===== config.mk =====
export PLATFORM = sky130hd
export DESIGN_NAME = record_fifo_with_oldest_query_flat
export DESIGN_NICKNAME = d
export VERILOG_FILES = /design/src/rtl/rfoq_pkg.sv /design/src/rtl/rfoq_in_if.sv /design/src/rtl/rfoq_out_if.sv /design/src/rtl/record_fifo_with_oldest_query.sv /design/src/flat_wrapper.sv
export VERILOG_INCLUDE_DIRS = /design/src /design/src/rtl
export SDC_FILE = /design/constraint.sdc
export NUM_CORES = 1
export LEC_CHECK = 0
export BUFFER_PORTS_ARGS = -buffer_cell sky130_fd_sc_hd__buf_2
export CAP_MARGIN = 10
export CORE_MARGIN = 3
export CORE_UTILIZATION = 25
export DETAILED_ROUTE_END_ITERATION = 7
export REMOVE_ABC_BUFFERS = 1
export SLEW_MARGIN = 20
export SYNTH_ARGS = -nofsm -noshare
export SYNTH_HDL_FRONTEND = slang
export SYNTH_SLANG_ARGS = --single-unit

===== constraint.sdc =====
create_clock -name clk -period 12.5 [get_ports clk]
set_input_delay 1.25 -clock clk [delete_from_list [all_inputs] [get_ports clk]]
set_output_delay 1.25 -clock clk [all_outputs]
set_load 0.01 [all_outputs]

===== src/rtl/record_fifo_with_oldest_query_assert.svh =====
// ----------------------------------------------------------------------------
// Record FIFO assertion macros
// Shorthand for the concurrent checks used in the record FIFO.
// ----------------------------------------------------------------------------
`ifndef RECORD_FIFO_WITH_OLDEST_QUERY_ASSERT_SVH
`define RECORD_FIFO_WITH_OLDEST_QUERY_ASSERT_SVH

// The consequent must hold in the same cycle as the antecedent.
`define RFOQ_ASSERT_SAME(lbl, clk, rstn, ante, cons) \
  lbl: assert property (@(posedge clk) disable iff (!(rstn)) (ante) |-> (cons)) \
    else $error("rfoq check failed in the same cycle");

// The consequent must hold in the cycle after the antecedent.
`define RFOQ_ASSERT_NEXT(lbl, clk, rstn, ante, cons) \
  lbl: assert property (@(posedge clk) disable iff (!(rstn)) (ante) |=> (cons)) \
    else $error("rfoq check failed one cycle later");

`endif


===== src/rtl/rfoq_pkg.sv =====
// ----------------------------------------------------------------------------
// Record FIFO package
// Field widths, operation codes and status codes shared by the record FIFO
// and its channel interfaces.
// ----------------------------------------------------------------------------
`default_nettype none

package rfoq_pkg;

  // Field widths of one request and one result.
  localparam int OP_W     = 3;
  localparam int ID_W     = 32;
  localparam int YEAR_W   = 16;
  localparam int STATUS_W = 2;
  localparam int COUNT_W  = 5;
  localparam int REC_W    = ID_W + YEAR_W;

  // Default number of records the queue holds.
  localparam int DEFAULT_QUEUE_DEPTH = 16;

  // Operation codes; codes five to seven do nothing.
  localparam logic [OP_W-1:0] OP_CLEAR  = 3'd0;
  localparam logic [OP_W-1:0] OP_PUSH   = 3'd1;
  localparam logic [OP_W-1:0] OP_POP    = 3'd2;
  localparam logic [OP_W-1:0] OP_PEEK   = 3'd3;
  localparam logic [OP_W-1:0] OP_OLDEST = 3'd4;

  // Result status codes.
  localparam logic [STATUS_W-1:0] ST_OK    = 2'd0;
  localparam logic [STATUS_W-1:0] ST_EMPTY = 2'd1;
  localparam logic [STATUS_W-1:0] ST_FULL  = 2'd2;

endpackage

`default_nettype wire


===== src/rtl/rfoq_in_if.sv =====
// ----------------------------------------------------------------------------
// Record FIFO request channel
// Valid/ready channel carrying one operation and the record to push.
// ----------------------------------------------------------------------------
`default_nettype none

interface rfoq_in_if;

  logic                                valid;
  logic                                ready;
  logic [rfoq_pkg::OP_W-1:0]           op;
  logic signed [rfoq_pkg::ID_W-1:0]    student_id;
  logic [rfoq_pkg::YEAR_W-1:0]         birth_year;

  modport source (output valid, output op, output student_id, output birth_year,
                  input ready);
  modport sink   (input valid, input op, input student_id, input birth_year,
                  output ready);

endinterface

`default_nettype wire


===== src/rtl/rfoq_out_if.sv =====
// ----------------------------------------------------------------------------
// Record FIFO result channel
// Valid/ready channel carrying the status, record and fill level of one step.
// ----------------------------------------------------------------------------
`default_nettype none

interface rfoq_out_if;

  logic                                valid;
  logic                                ready;
  logic [rfoq_pkg::STATUS_W-1:0]       status;
  logic signed [rfoq_pkg::ID_W-1:0]    out_id;
  logic [rfoq_pkg::YEAR_W-1:0]         out_year;
  logic [rfoq_pkg::COUNT_W-1:0]        entry_count;
  logic                                is_empty;

  modport source (output valid, output status, output out_id, output out_year,
                  output entry_count, output is_empty, input ready);
  modport sink   (input valid, input status, input out_id, input out_year,
                  input entry_count, input is_empty, output ready);

endinterface

`default_nettype wire


===== src/rtl/record_fifo_with_oldest_query.sv =====
// ----------------------------------------------------------------------------
// Record FIFO with oldest-record query
// Bounded FIFO of id/year records held in one synchronous memory, with a
// non-destructive scan that finds the first record with the smallest year.
// ----------------------------------------------------------------------------
// Usage:
//   in_ch carries one request: an operation (clear, push, pop, peek, oldest)
//   plus the id and birth year used by a push. out_ch returns exactly one
//   result per request: status, record, records held afterwards, empty flag.
//   Both channels move a request when valid and ready are high together.
// Sequencing:
//   Clear, push and unused codes go from the idle state to the finish state.
//   Pop and peek read the front record from memory and compare it in the scan
//   state. The oldest query scans all N held records, since the single memory
//   read port delivers one record per cycle to the compare.
//   Only one request is in flight at a time.
// Reset:
//   rst_n low empties the queue and drops any pending result. Memory contents
//   are not cleared; only entries written by a push are ever read.
// Stalls:
//   The result register holds while out_ch.ready is low. The next request is
//   still taken and processed; it waits in the finish state until the result
//   register frees up.
// ----------------------------------------------------------------------------
`default_nettype none

`include "record_fifo_with_oldest_query_assert.svh"

module record_fifo_with_oldest_query #(
  parameter int QUEUE_DEPTH = rfoq_pkg::DEFAULT_QUEUE_DEPTH
) (
  input  wire        clk,
  input  wire        rst_n,
  rfoq_in_if.sink    in_ch,
  rfoq_out_if.source out_ch
);

  localparam int IDX_W = (QUEUE_DEPTH > 1) ? $clog2(QUEUE_DEPTH) : 1;
  localparam int CNT_W = $clog2(QUEUE_DEPTH + 1);
  localparam int ID_W  = rfoq_pkg::ID_W;
  localparam int YR_W  = rfoq_pkg::YEAR_W;
  localparam int REC_W = rfoq_pkg::REC_W;

  typedef enum logic [2:0] {
    S_IDLE = 3'b001,
    S_SCAN = 3'b010,
    S_DONE = 3'b100
  } state_t;

  // Advance a slot index around the ring.
  function automatic logic [IDX_W-1:0] next_slot(input logic [IDX_W-1:0] slot);
    if (slot == IDX_W'(QUEUE_DEPTH - 1)) begin
      return '0;
    end else begin
      return slot + 1'b1;
    end
  endfunction

  // Record memory: one write port, one registered read port.
  logic [REC_W-1:0] rec_mem [QUEUE_DEPTH];
  logic [REC_W-1:0] rd_data_r;
  logic             rd_en;
  logic [IDX_W-1:0] rd_addr;
  logic             wr_en;
  logic [IDX_W-1:0] wr_addr;
  logic [REC_W-1:0] wr_data;

  // Control state.
  state_t           state_r, state_nxt;
  logic [IDX_W-1:0] head_r, head_nxt;
  logic [IDX_W-1:0] tail_r, tail_nxt;
  logic [CNT_W-1:0] count_r, count_nxt;
  logic [CNT_W-1:0] left_r, left_nxt;
  logic [IDX_W-1:0] slot_r, slot_nxt;
  logic             first_r, first_nxt;

  // Result being built for the current request.
  logic [rfoq_pkg::STATUS_W-1:0] res_status_r, res_status_nxt;
  logic [ID_W-1:0]               res_id_r, res_id_nxt;
  logic [YR_W-1:0]               res_year_r, res_year_nxt;

  // Output register.
  logic                          out_valid_r, out_valid_nxt;
  logic [rfoq_pkg::STATUS_W-1:0] out_status_r;
  logic [ID_W-1:0]               out_id_r;
  logic [YR_W-1:0]               out_year_r;
  logic [rfoq_pkg::COUNT_W-1:0]  out_count_r;
  logic                          out_empty_r;
  logic                          out_load;

  logic             in_acc;
  logic             is_full;
  logic             is_empty_q;
  logic [ID_W-1:0]  cur_id;
  logic [YR_W-1:0]  cur_year;
  logic             take_cur;

  assign in_ch.ready = (state_r == S_IDLE);
  assign in_acc      = in_ch.valid && in_ch.ready;
  assign is_full     = (count_r == CNT_W'(QUEUE_DEPTH));
  assign is_empty_q  = (count_r == '0);
  assign cur_id      = rd_data_r[REC_W-1:YR_W];
  assign cur_year    = rd_data_r[YR_W-1:0];
  assign take_cur    = first_r || (cur_year < res_year_r);

  // Request sequencing: writes and reads never target the same entry in
  // overlapping cycles, because only one request is in flight at a time.
  always_comb begin
    state_nxt      = state_r;
    head_nxt       = head_r;
    tail_nxt       = tail_r;
    count_nxt      = count_r;
    left_nxt       = left_r;
    slot_nxt       = slot_r;
    first_nxt      = first_r;
    res_status_nxt = res_status_r;
    res_id_nxt     = res_id_r;
    res_year_nxt   = res_year_r;
    rd_en          = 1'b0;
    rd_addr        = slot_r;
    wr_en          = 1'b0;
    wr_addr        = tail_r;
    wr_data        = {in_ch.student_id, in_ch.birth_year};
    out_load       = 1'b0;

    case (state_r)
      S_IDLE: begin
        if (in_acc) begin
          res_status_nxt = rfoq_pkg::ST_OK;
          res_id_nxt     = '0;
          res_year_nxt   = '0;
          state_nxt      = S_DONE;
          case (in_ch.op)
            rfoq_pkg::OP_CLEAR: begin
              head_nxt  = '0;
              tail_nxt  = '0;
              count_nxt = '0;
            end
            rfoq_pkg::OP_PUSH: begin
              if (is_full) begin
                res_status_nxt = rfoq_pkg::ST_FULL;
              end else begin
                wr_en     = 1'b1;
                tail_nxt  = next_slot(tail_r);
                count_nxt = count_r + 1'b1;
              end
            end
            rfoq_pkg::OP_POP, rfoq_pkg::OP_PEEK, rfoq_pkg::OP_OLDEST: begin
              if (is_empty_q) begin
                res_status_nxt = rfoq_pkg::ST_EMPTY;
              end else begin
                // Read the front record; the scan compares the rest.
                rd_en     = 1'b1;
                rd_addr   = head_r;
                slot_nxt  = next_slot(head_r);
                first_nxt = 1'b1;
                state_nxt = S_SCAN;
                if (in_ch.op == rfoq_pkg::OP_OLDEST) begin
                  left_nxt = count_r - 1'b1;
                end else begin
                  left_nxt = '0;
                end
                if (in_ch.op == rfoq_pkg::OP_POP) begin
                  head_nxt  = next_slot(head_r);
                  count_nxt = count_r - 1'b1;
                end
              end
            end
            default: begin
            end
          endcase
        end
      end

      S_SCAN: begin
        // Keep the first record with the strictly smallest year.
        if (take_cur) begin
          res_id_nxt   = cur_id;
          res_year_nxt = cur_year;
        end
        first_nxt = 1'b0;
        if (left_r != '0) begin
          rd_en    = 1'b1;
          rd_addr  = slot_r;
          slot_nxt = next_slot(slot_r);
          left_nxt = left_r - 1'b1;
        end else begin
          state_nxt = S_DONE;
        end
      end

      S_DONE: begin
        if (!out_valid_r || out_ch.ready) begin
          out_load  = 1'b1;
          state_nxt = S_IDLE;
        end
      end

      default: begin
        state_nxt = S_IDLE;
      end
    endcase
  end

  // Output valid follows loads and downstream takes.
  always_comb begin
    if (out_load) begin
      out_valid_nxt = 1'b1;
    end else if (out_ch.ready) begin
      out_valid_nxt = 1'b0;
    end else begin
      out_valid_nxt = out_valid_r;
    end
  end

  // Control registers.
  always_ff @(posedge clk) begin
    if (!rst_n) begin
      state_r     <= S_IDLE;
      head_r      <= '0;
      tail_r      <= '0;
      count_r     <= '0;
      left_r      <= '0;
      slot_r      <= '0;
      first_r     <= 1'b0;
      out_valid_r <= 1'b0;
    end else begin
      state_r     <= state_nxt;
      head_r      <= head_nxt;
      tail_r      <= tail_nxt;
      count_r     <= count_nxt;
      left_r      <= left_nxt;
      slot_r      <= slot_nxt;
      first_r     <= first_nxt;
      out_valid_r <= out_valid_nxt;
    end
  end

  // Result payload registers.
  always_ff @(posedge clk) begin
    res_status_r <= res_status_nxt;
    res_id_r     <= res_id_nxt;
    res_year_r   <= res_year_nxt;
    if (out_load) begin
      out_status_r <= res_status_r;
      out_id_r     <= res_id_r;
      out_year_r   <= res_year_r;
      out_count_r  <= rfoq_pkg::COUNT_W'(count_r);
      out_empty_r  <= is_empty_q;
    end
  end

  // Record memory ports.
  always_ff @(posedge clk) begin
    if (wr_en) begin
      rec_mem[wr_addr] <= wr_data;
    end
    if (rd_en) begin
      rd_data_r <= rec_mem[rd_addr];
    end
  end

  assign out_ch.valid       = out_valid_r;
  assign out_ch.status      = out_status_r;
  assign out_ch.out_id      = out_id_r;
  assign out_ch.out_year    = out_year_r;
  assign out_ch.entry_count = out_count_r;
  assign out_ch.is_empty    = out_empty_r;

  // The fill level never passes the queue depth.
  `RFOQ_ASSERT_SAME(a_count_bound, clk, rst_n, 1'b1, count_r <= CNT_W'(QUEUE_DEPTH))
  // An accepted push into a queue with room adds exactly one record.
  `RFOQ_ASSERT_NEXT(a_push_grows, clk, rst_n, in_acc && (in_ch.op == rfoq_pkg::OP_PUSH) && !is_full, count_r == $past(count_r) + 1'b1)
  // An accepted pop of a held record removes one and starts its read.
  `RFOQ_ASSERT_NEXT(a_pop_shrinks, clk, rst_n, in_acc && (in_ch.op == rfoq_pkg::OP_POP) && !is_empty_q, (count_r == $past(count_r) - 1'b1) && (state_r == S_SCAN))

endmodule

`default_nettype wire

===== src/flat_wrapper.sv =====
// flat-port wrapper written by rule: the top's interface ports become plain ports
module record_fifo_with_oldest_query_flat 
#(
  parameter int QUEUE_DEPTH = rfoq_pkg::DEFAULT_QUEUE_DEPTH
)
  (clk, rst_n, in_ch_valid, in_ch_op, in_ch_student_id, in_ch_birth_year, in_ch_ready, out_ch_valid, out_ch_status, out_ch_out_id, out_ch_out_year, out_ch_entry_count, out_ch_is_empty, out_ch_ready);
  rfoq_in_if in_ch_i ();
  rfoq_out_if out_ch_i ();
  input  wire clk;
  input  wire rst_n;
  input wire logic [$bits(in_ch_i.valid)-1:0] in_ch_valid;
  input wire logic [$bits(in_ch_i.op)-1:0] in_ch_op;
  input wire logic [$bits(in_ch_i.student_id)-1:0] in_ch_student_id;
  input wire logic [$bits(in_ch_i.birth_year)-1:0] in_ch_birth_year;
  output wire logic [$bits(in_ch_i.ready)-1:0] in_ch_ready;
  output wire logic [$bits(out_ch_i.valid)-1:0] out_ch_valid;
  output wire logic [$bits(out_ch_i.status)-1:0] out_ch_status;
  output wire logic [$bits(out_ch_i.out_id)-1:0] out_ch_out_id;
  output wire logic [$bits(out_ch_i.out_year)-1:0] out_ch_out_year;
  output wire logic [$bits(out_ch_i.entry_count)-1:0] out_ch_entry_count;
  output wire logic [$bits(out_ch_i.is_empty)-1:0] out_ch_is_empty;
  input wire logic [$bits(out_ch_i.ready)-1:0] out_ch_ready;
  assign in_ch_i.valid = in_ch_valid;
  assign in_ch_i.op = in_ch_op;
  assign in_ch_i.student_id = in_ch_student_id;
  assign in_ch_i.birth_year = in_ch_birth_year;
  assign in_ch_ready = in_ch_i.ready;
  assign out_ch_valid = out_ch_i.valid;
  assign out_ch_status = out_ch_i.status;
  assign out_ch_out_id = out_ch_i.out_id;
  assign out_ch_out_year = out_ch_i.out_year;
  assign out_ch_entry_count = out_ch_i.entry_count;
  assign out_ch_is_empty = out_ch_i.is_empty;
  assign out_ch_i.ready = out_ch_ready;
  record_fifo_with_oldest_query #(.QUEUE_DEPTH(QUEUE_DEPTH)) u_core (.clk(clk), .rst_n(rst_n), .in_ch(in_ch_i), .out_ch(out_ch_i));
endmodule

* Word level (Yosys, flattened, before mapping)
Memory sizes are Yosys's and may differ from the RTL's. A register that Yosys moved wholly into a read port is not among the register bits.
Cells that the tools add are included.
** Cells by class
- Eq/ne operators :: 21
- Reduce and logical (&&, ||, !) cells :: 21
- Add/subtract/negate cells :: 6
- Order comparisons :: 1
- Muxes and demuxes :: 61
** Operators with widths (number)
- $mux 32 :: 2
- $pmux 32 s2 :: 1
- $mux 4 :: 14
- $mux 5 :: 8
- $mux 16 :: 2
- $pmux 16 s2 :: 1
- $pmux 4 s2 :: 3
- $mux 1 :: 18
- $lt 16x16->1 :: 1
- $mux 3 :: 5
- $pmux 5 s3 :: 1
- $add 4x1->4 const B :: 3
- $eq 4x4->1 const B :: 3
- $ne 2x2->1 const B :: 6
- $pmux 5 s2 :: 1
- $reduce_and 5->1 :: 2
- $sub 5x1->5 const B :: 2
- $eq 3x2->1 const B :: 3
- $pmux 3 s3 :: 1
- $ne 2x1->1 const B :: 4
- $reduce_and 4->1 :: 2
- $reduce_bool 2->1 :: 4
- $eq 3x1->1 const B :: 2
- $eq 3x3->1 const B :: 2
- other kinds (16) :: 19
** Storage, ports and cells
- Output and inout port bits :: 58
- Register bits after elaboration :: 133
- Memories :: 1
- Memory bits (writable) :: 768
- Word-level logic and storage cells :: 127
** Memories
- u_core.rec_mem :: depth 16, width 48, read ports 1, clocked after Yosys merged registers in 1, wr ports 1, line record_fifo_with_oldest_query.sv:60 : logic [REC_W-1:0] rec_mem [QUEUE_DEPTH];

* Longest topological paths before layout
- Word-level depth :: 7
- Depth in mapped cells :: 13

* Least setup slack after synthesis
OpenSTA, ideal clock, no wires.
- Kind :: input to register
- Start :: input port in_ch_op[2]
- End :: memory u_core.rec_mem[3][0] (netlist bit) (enable)
- Arrival time :: 5401 ps
- Cell stages on the path :: 5
- Slack :: 6586 ps
- Data required time :: 11987 ps
- Cell sequence :: nand2b_1 -> nor2_1 -> and3_1 -> nand2_1 -> nor3_1
** Between the ends
- Cells in the longest elaborated chain, start to end :: 6
** RTL lines
- from (decl) :: line flat_wrapper.sv:12 : input wire logic [$bits(in_ch_i.op)-1:0] in_ch_op;
- $eq 3x1->1
- $mux 1 :: line record_fifo_with_oldest_query.sv:133 : case (in_ch.op)
- $mux 1 :: line record_fifo_with_oldest_query.sv:128 : if (in_acc) begin
- $mux 1 :: line record_fifo_with_oldest_query.sv:126 : case (state_r)
- $mux 1 :: line record_fifo_with_oldest_query.sv:255 : if (wr_en) begin
- $mux 1 (implied by the code) :: line record_fifo_with_oldest_query.sv:256 : rec_mem[wr_addr] <= wr_data;
- to (decl) :: line record_fifo_with_oldest_query.sv:60
No other way between the ends.

* Final worst setup path
- Start :: input port in_ch_op[1]
- End :: register u_core.rd_data_r[35] (read register of u_core.rec_mem), data pin
** Between the ends
- Cells in the longest elaborated chain, start to end :: 5
- Elaborated cells on any way between the ends :: 10
- Classes of those cells :: eq/ne (3); mux (6); reduce/logical (1)
** RTL lines
- $eq 3x2->1 (tied with other cells)
- $reduce_or 3->1 * :: line record_fifo_with_oldest_query.sv:133
- $mux 1 / $mux 4 (equally long branches) :: line record_fifo_with_oldest_query.sv:133
- $mux 1 / $mux 4 (equally long branches) :: line record_fifo_with_oldest_query.sv:128
- $pmux 1 s2 / $mux 4 (equally long branches)
- to (decl) :: line record_fifo_with_oldest_query.sv:61 : logic [REC_W-1:0] rd_data_r;
Mark *: on every way between the ends. The rest lies on a longest branch, timed or not.
A chain may end at the register's enable or synchronous reset.

==> run_results.csv <==
group,metric,value,unit
worst_setup_path,reg2reg_from,"u_core.count_r[0]",
worst_setup_path,path_max_fanout,66,
yosys,synth_area,36300,um2
yosys,yosys_warnings,0,
min_path,hold_start,"u_core.res_id_r[27]",
sta,finClkSkew,0.0384,ns
clocking,ctsHtreeMaxLevel,3,
routing,drt_iter0_drc,2087,
yosys,synth_seq_area_share,0.778,
sta,slew_headroom,0.292,
yosys,synth-edff-count,922,
placed_design,gp_congestion,0.756,
yosys,syn_inst,2175,
routing,num_vias,19886,
finish,drive_above_1_share,0.148,
min_path,whs_endpoint,"u_core.out_ch.out_id[27]",
clocking,post_cts_resized,0,
run,drv_cap,0,
power,power_switching_share,0.211,
die,rows,139,
finish,area_delta_synth_final,16.2,%
routing,wirelength,94100,um
clocking,cts-root-buf,"clkbuf_16",
sta,slew_viol_final,0,
routing,viasPerCell,4.63,
run_status,status,"completed",
placed_design,postPlaceCellArea,39300,um2
yosys,async_flop_share,0,
worst_setup_path,path_class,"in2reg",
sta,clock.fmax,200,MHz
worst_setup_path,reg2reg_depth,11,
grt,grtUsageTotal,0.121,
finish,seqCellArea,28200,um2
finish,final_common_cell,"edfxtp_1",
yosys,ys_seq_elements,949,
power,pwr_density_cell,151,nW/um2
worst_setup_path,cp.required,12.91,ns
routing,first_pass_iters,5,
sta,holdWs,0.417,ns
placed_design,dpl.hpwl,49100,um
worst_setup_path,r2r_end,"u_core.rd_data_r[35]",
power,switchingPower,1.35,mW
worst_setup_path,cp.arrival,5.41,ns
routing,ant_nets,0,
grt,grt_max_degree,134,
sta,post-route-period-util,0.400,
die,die_w,387,um
sta,setup_viol,0,
sta,hold_viol,0,
worst_setup_path,startpoint_type,"input port",
clocking,cts.sinks,949,
die,start_util,0.252,
die,core,144000,um2
routing,detail_route.wl_per_cell,21.9,um
worst_setup_path,end_kind,"flop",
power,p_clk_frac,0.416,
worst_setup_path,regToRegSetupSlack,7.63,ns
power,pwr-share-comb,0.032,
power,p_total,6.39,mW
clocking,clock_path_buffers,3,
yosys,synthFlopType,"edfxtp_1",
power,p_int,5.04,mW
finish,final_nets,2390,
finish,layout_common_cells,"922 x edfxtp_1, 327 x nand2_1, 181 x mux2i_1",
grt,grt_pass1_vias,19062,
clocking,clkTransAtPathRegs,0.06,ns
die,fp.dieH,387,um
clocking,post_cts_buffers,0,
sta,rsz0062_at_grt,"no",
grt,grt_pass1_wl,136000,um
routing,drcViolationCount,0,
sta,fin_tns_setup,0,ns
sta,fin_crit,5.01,ns
min_path,hold_class,"reg2reg",
placed_design,numPortBuffers,112,
yosys,avgSynthCellArea,16.7,um2
clocking,cts_tree,"built",
power,seq_power_share,0.552,
grt,grt_overflow,0,
finish,fill_cells,14111,
min_path,hold_depth,0,
power,total_leakage_power,14.9,nW
grt,antenna_found_initial,28,
finish,multi_input_area,7640,um2
finish,design_area,42200,um2
yosys,ys_types,55,
die,dieArea,150000,um2
sta,worstMarginPinSlew,1.06,ns
clocking,holdBufCountCts,0,
clocking,numCtsBuffers,94,
clocking,insertion_delay,0.67,ns
power,vdd_ir_drop_max,0.100,mV
die,num_io_pins,113,
-- power by group through the flow --
| stage | Combinational [mW] | Sequential, mW | Clock (mW) |
|---|---|---|---|
| after floorplan | 0.168 | 3.59 | 0 |
| after global placement | 0.200 | 3.59 | 0 |
| after detailed placement | 0.204 | 3.59 | 0 |
| after CTS | 0.205 | 3.53 | 2.71 |
| after global routing | 0.223 | 3.53 | 2.85 |
| final | 0.203 | 3.53 | 2.66 |
-- worst max-delay path by stage --
| stage | slack, ns | start | end |
|---|---|---|---|
| 4_1_cts | 7.52 | in_ch_op[1] | u_core.rd_data_r[35] |
| 2_1_floorplan | -13.26 | in_ch_op[1] | u_core.rd_data_r[46] |
| 6_report | 7.49 | in_ch_op[1] | u_core.rd_data_r[35] |
| 3_3_place_gp | 6.82 | in_ch_op[1] | u_core.rd_data_r[35] |
| 5_1_grt | 7.29 | in_ch_op[1] | u_core.rd_data_r[35] |
| 3_5_place_dp | 6.83 | in_ch_op[1] | u_core.rd_data_r[35] |
-- final cells by class --
type,instances,area share
Multi-Input combinational cell,1081,0.181
Clock buffer,111,0.0578
Sequential cell,949,0.669
Antenna cell,8,0.000475
Clock inverter,59,0.0104
Timing Repair Buffer,158,0.0218
Inverter,26,0.00231
Tap cell,1903,0.0565
-- Yosys cell counts, drive strengths merged (2+ instances only) --
cell type    n  area share
a32o        32      0.0088
mux4        30       0.019
o221ai       3     0.00072
and2         4     0.00069
ha          25      0.0086
a211o       32      0.0077
mux2         4      0.0012
nor2        41      0.0042
mux2i      182       0.050
o22ai       66       0.011
and3        51      0.0088
nand3       45      0.0062
nor3        12      0.0017
xnor2        6      0.0014
nand2b      12      0.0021
a22oi       20      0.0041
a311o        2     0.00055
buf         60      0.0084
inv         26      0.0027
a32oi       16      0.0039
a21oi       23      0.0032
o211a        2     0.00055
dfxtp       27       0.015
a31oi       82       0.014
nor2b        2     0.00034
edfxtp     922        0.76
a211oi       5      0.0014
nand4        2     0.00034
nor4         4     0.00069
o21ai       20      0.0028
a21o         5      0.0010
or3          2     0.00034
nand4bb      2     0.00062
a311oi       3     0.00072
nand2      331       0.034
clkbuf      59      0.0061
-- flip-flops by register name, indices dropped and copies added, names as in the netlist, 5 cells and up --
| register | flops |
|---|---|
| u_core.rec_mem | 768 |
| u_core.left_r | 5 |
| u_core.res_id_r | 32 |
| u_core.count_r | 5 |
| u_core.rd_data_r | 48 |
| u_core.out_ch.out_year | 16 |
| u_core.out_ch.out_id | 32 |
| u_core.out_ch.entry_count | 5 |
| u_core.res_year_r | 16 |
-- through the flow --
step | utilization | instances | setup WS (ns)
floorplan | - | 2056 | -13.26
detailed placement | 0.273 | 4117 | 6.83
global route | 0.293 | 4287 | 7.29
global placement | 0.273 | 4117 | 6.82
finish | 0.293 | 4295 | 7.49
CTS | 0.293 | 4287 | 7.52
-- cells by family after synthesis --
group / count (synthesis) / share of synthesized area
multiplexers: 216 / 0.0701
XOR/XNOR: 7 / 0.00169
AND/OR/NAND/NOR: 514 / 0.0618
buffers and inverters: 145 / 0.0172
AO/OA/AOI/OAI: 319 / 0.0628
adder cells (fa/ha/maj): 25 / 0.00862
flip-flops: 949 / 0.778
-- layer usage --
metal | GRT usage | part of all wire
met2 | 0.187 | 0.45
met5 | 0 | 0.00086
met4 | 0.0287 | 0.019
met1 | 0.173 | 0.44
met3 | 0.0291 | 0.084
-- critical path: stages --
cell,delay [ns]
buf_2,0.15
or3b_4,0.44
a211oi_4,0.62
mux2i_4,0.34
buf_4,0.61
buf_4,0.86
mux2i_1,0.27
a32oi_1,0.08
and3_1,0.23
or4_1,0.50
Note: power is estimated with default switching activity, not from simulation.
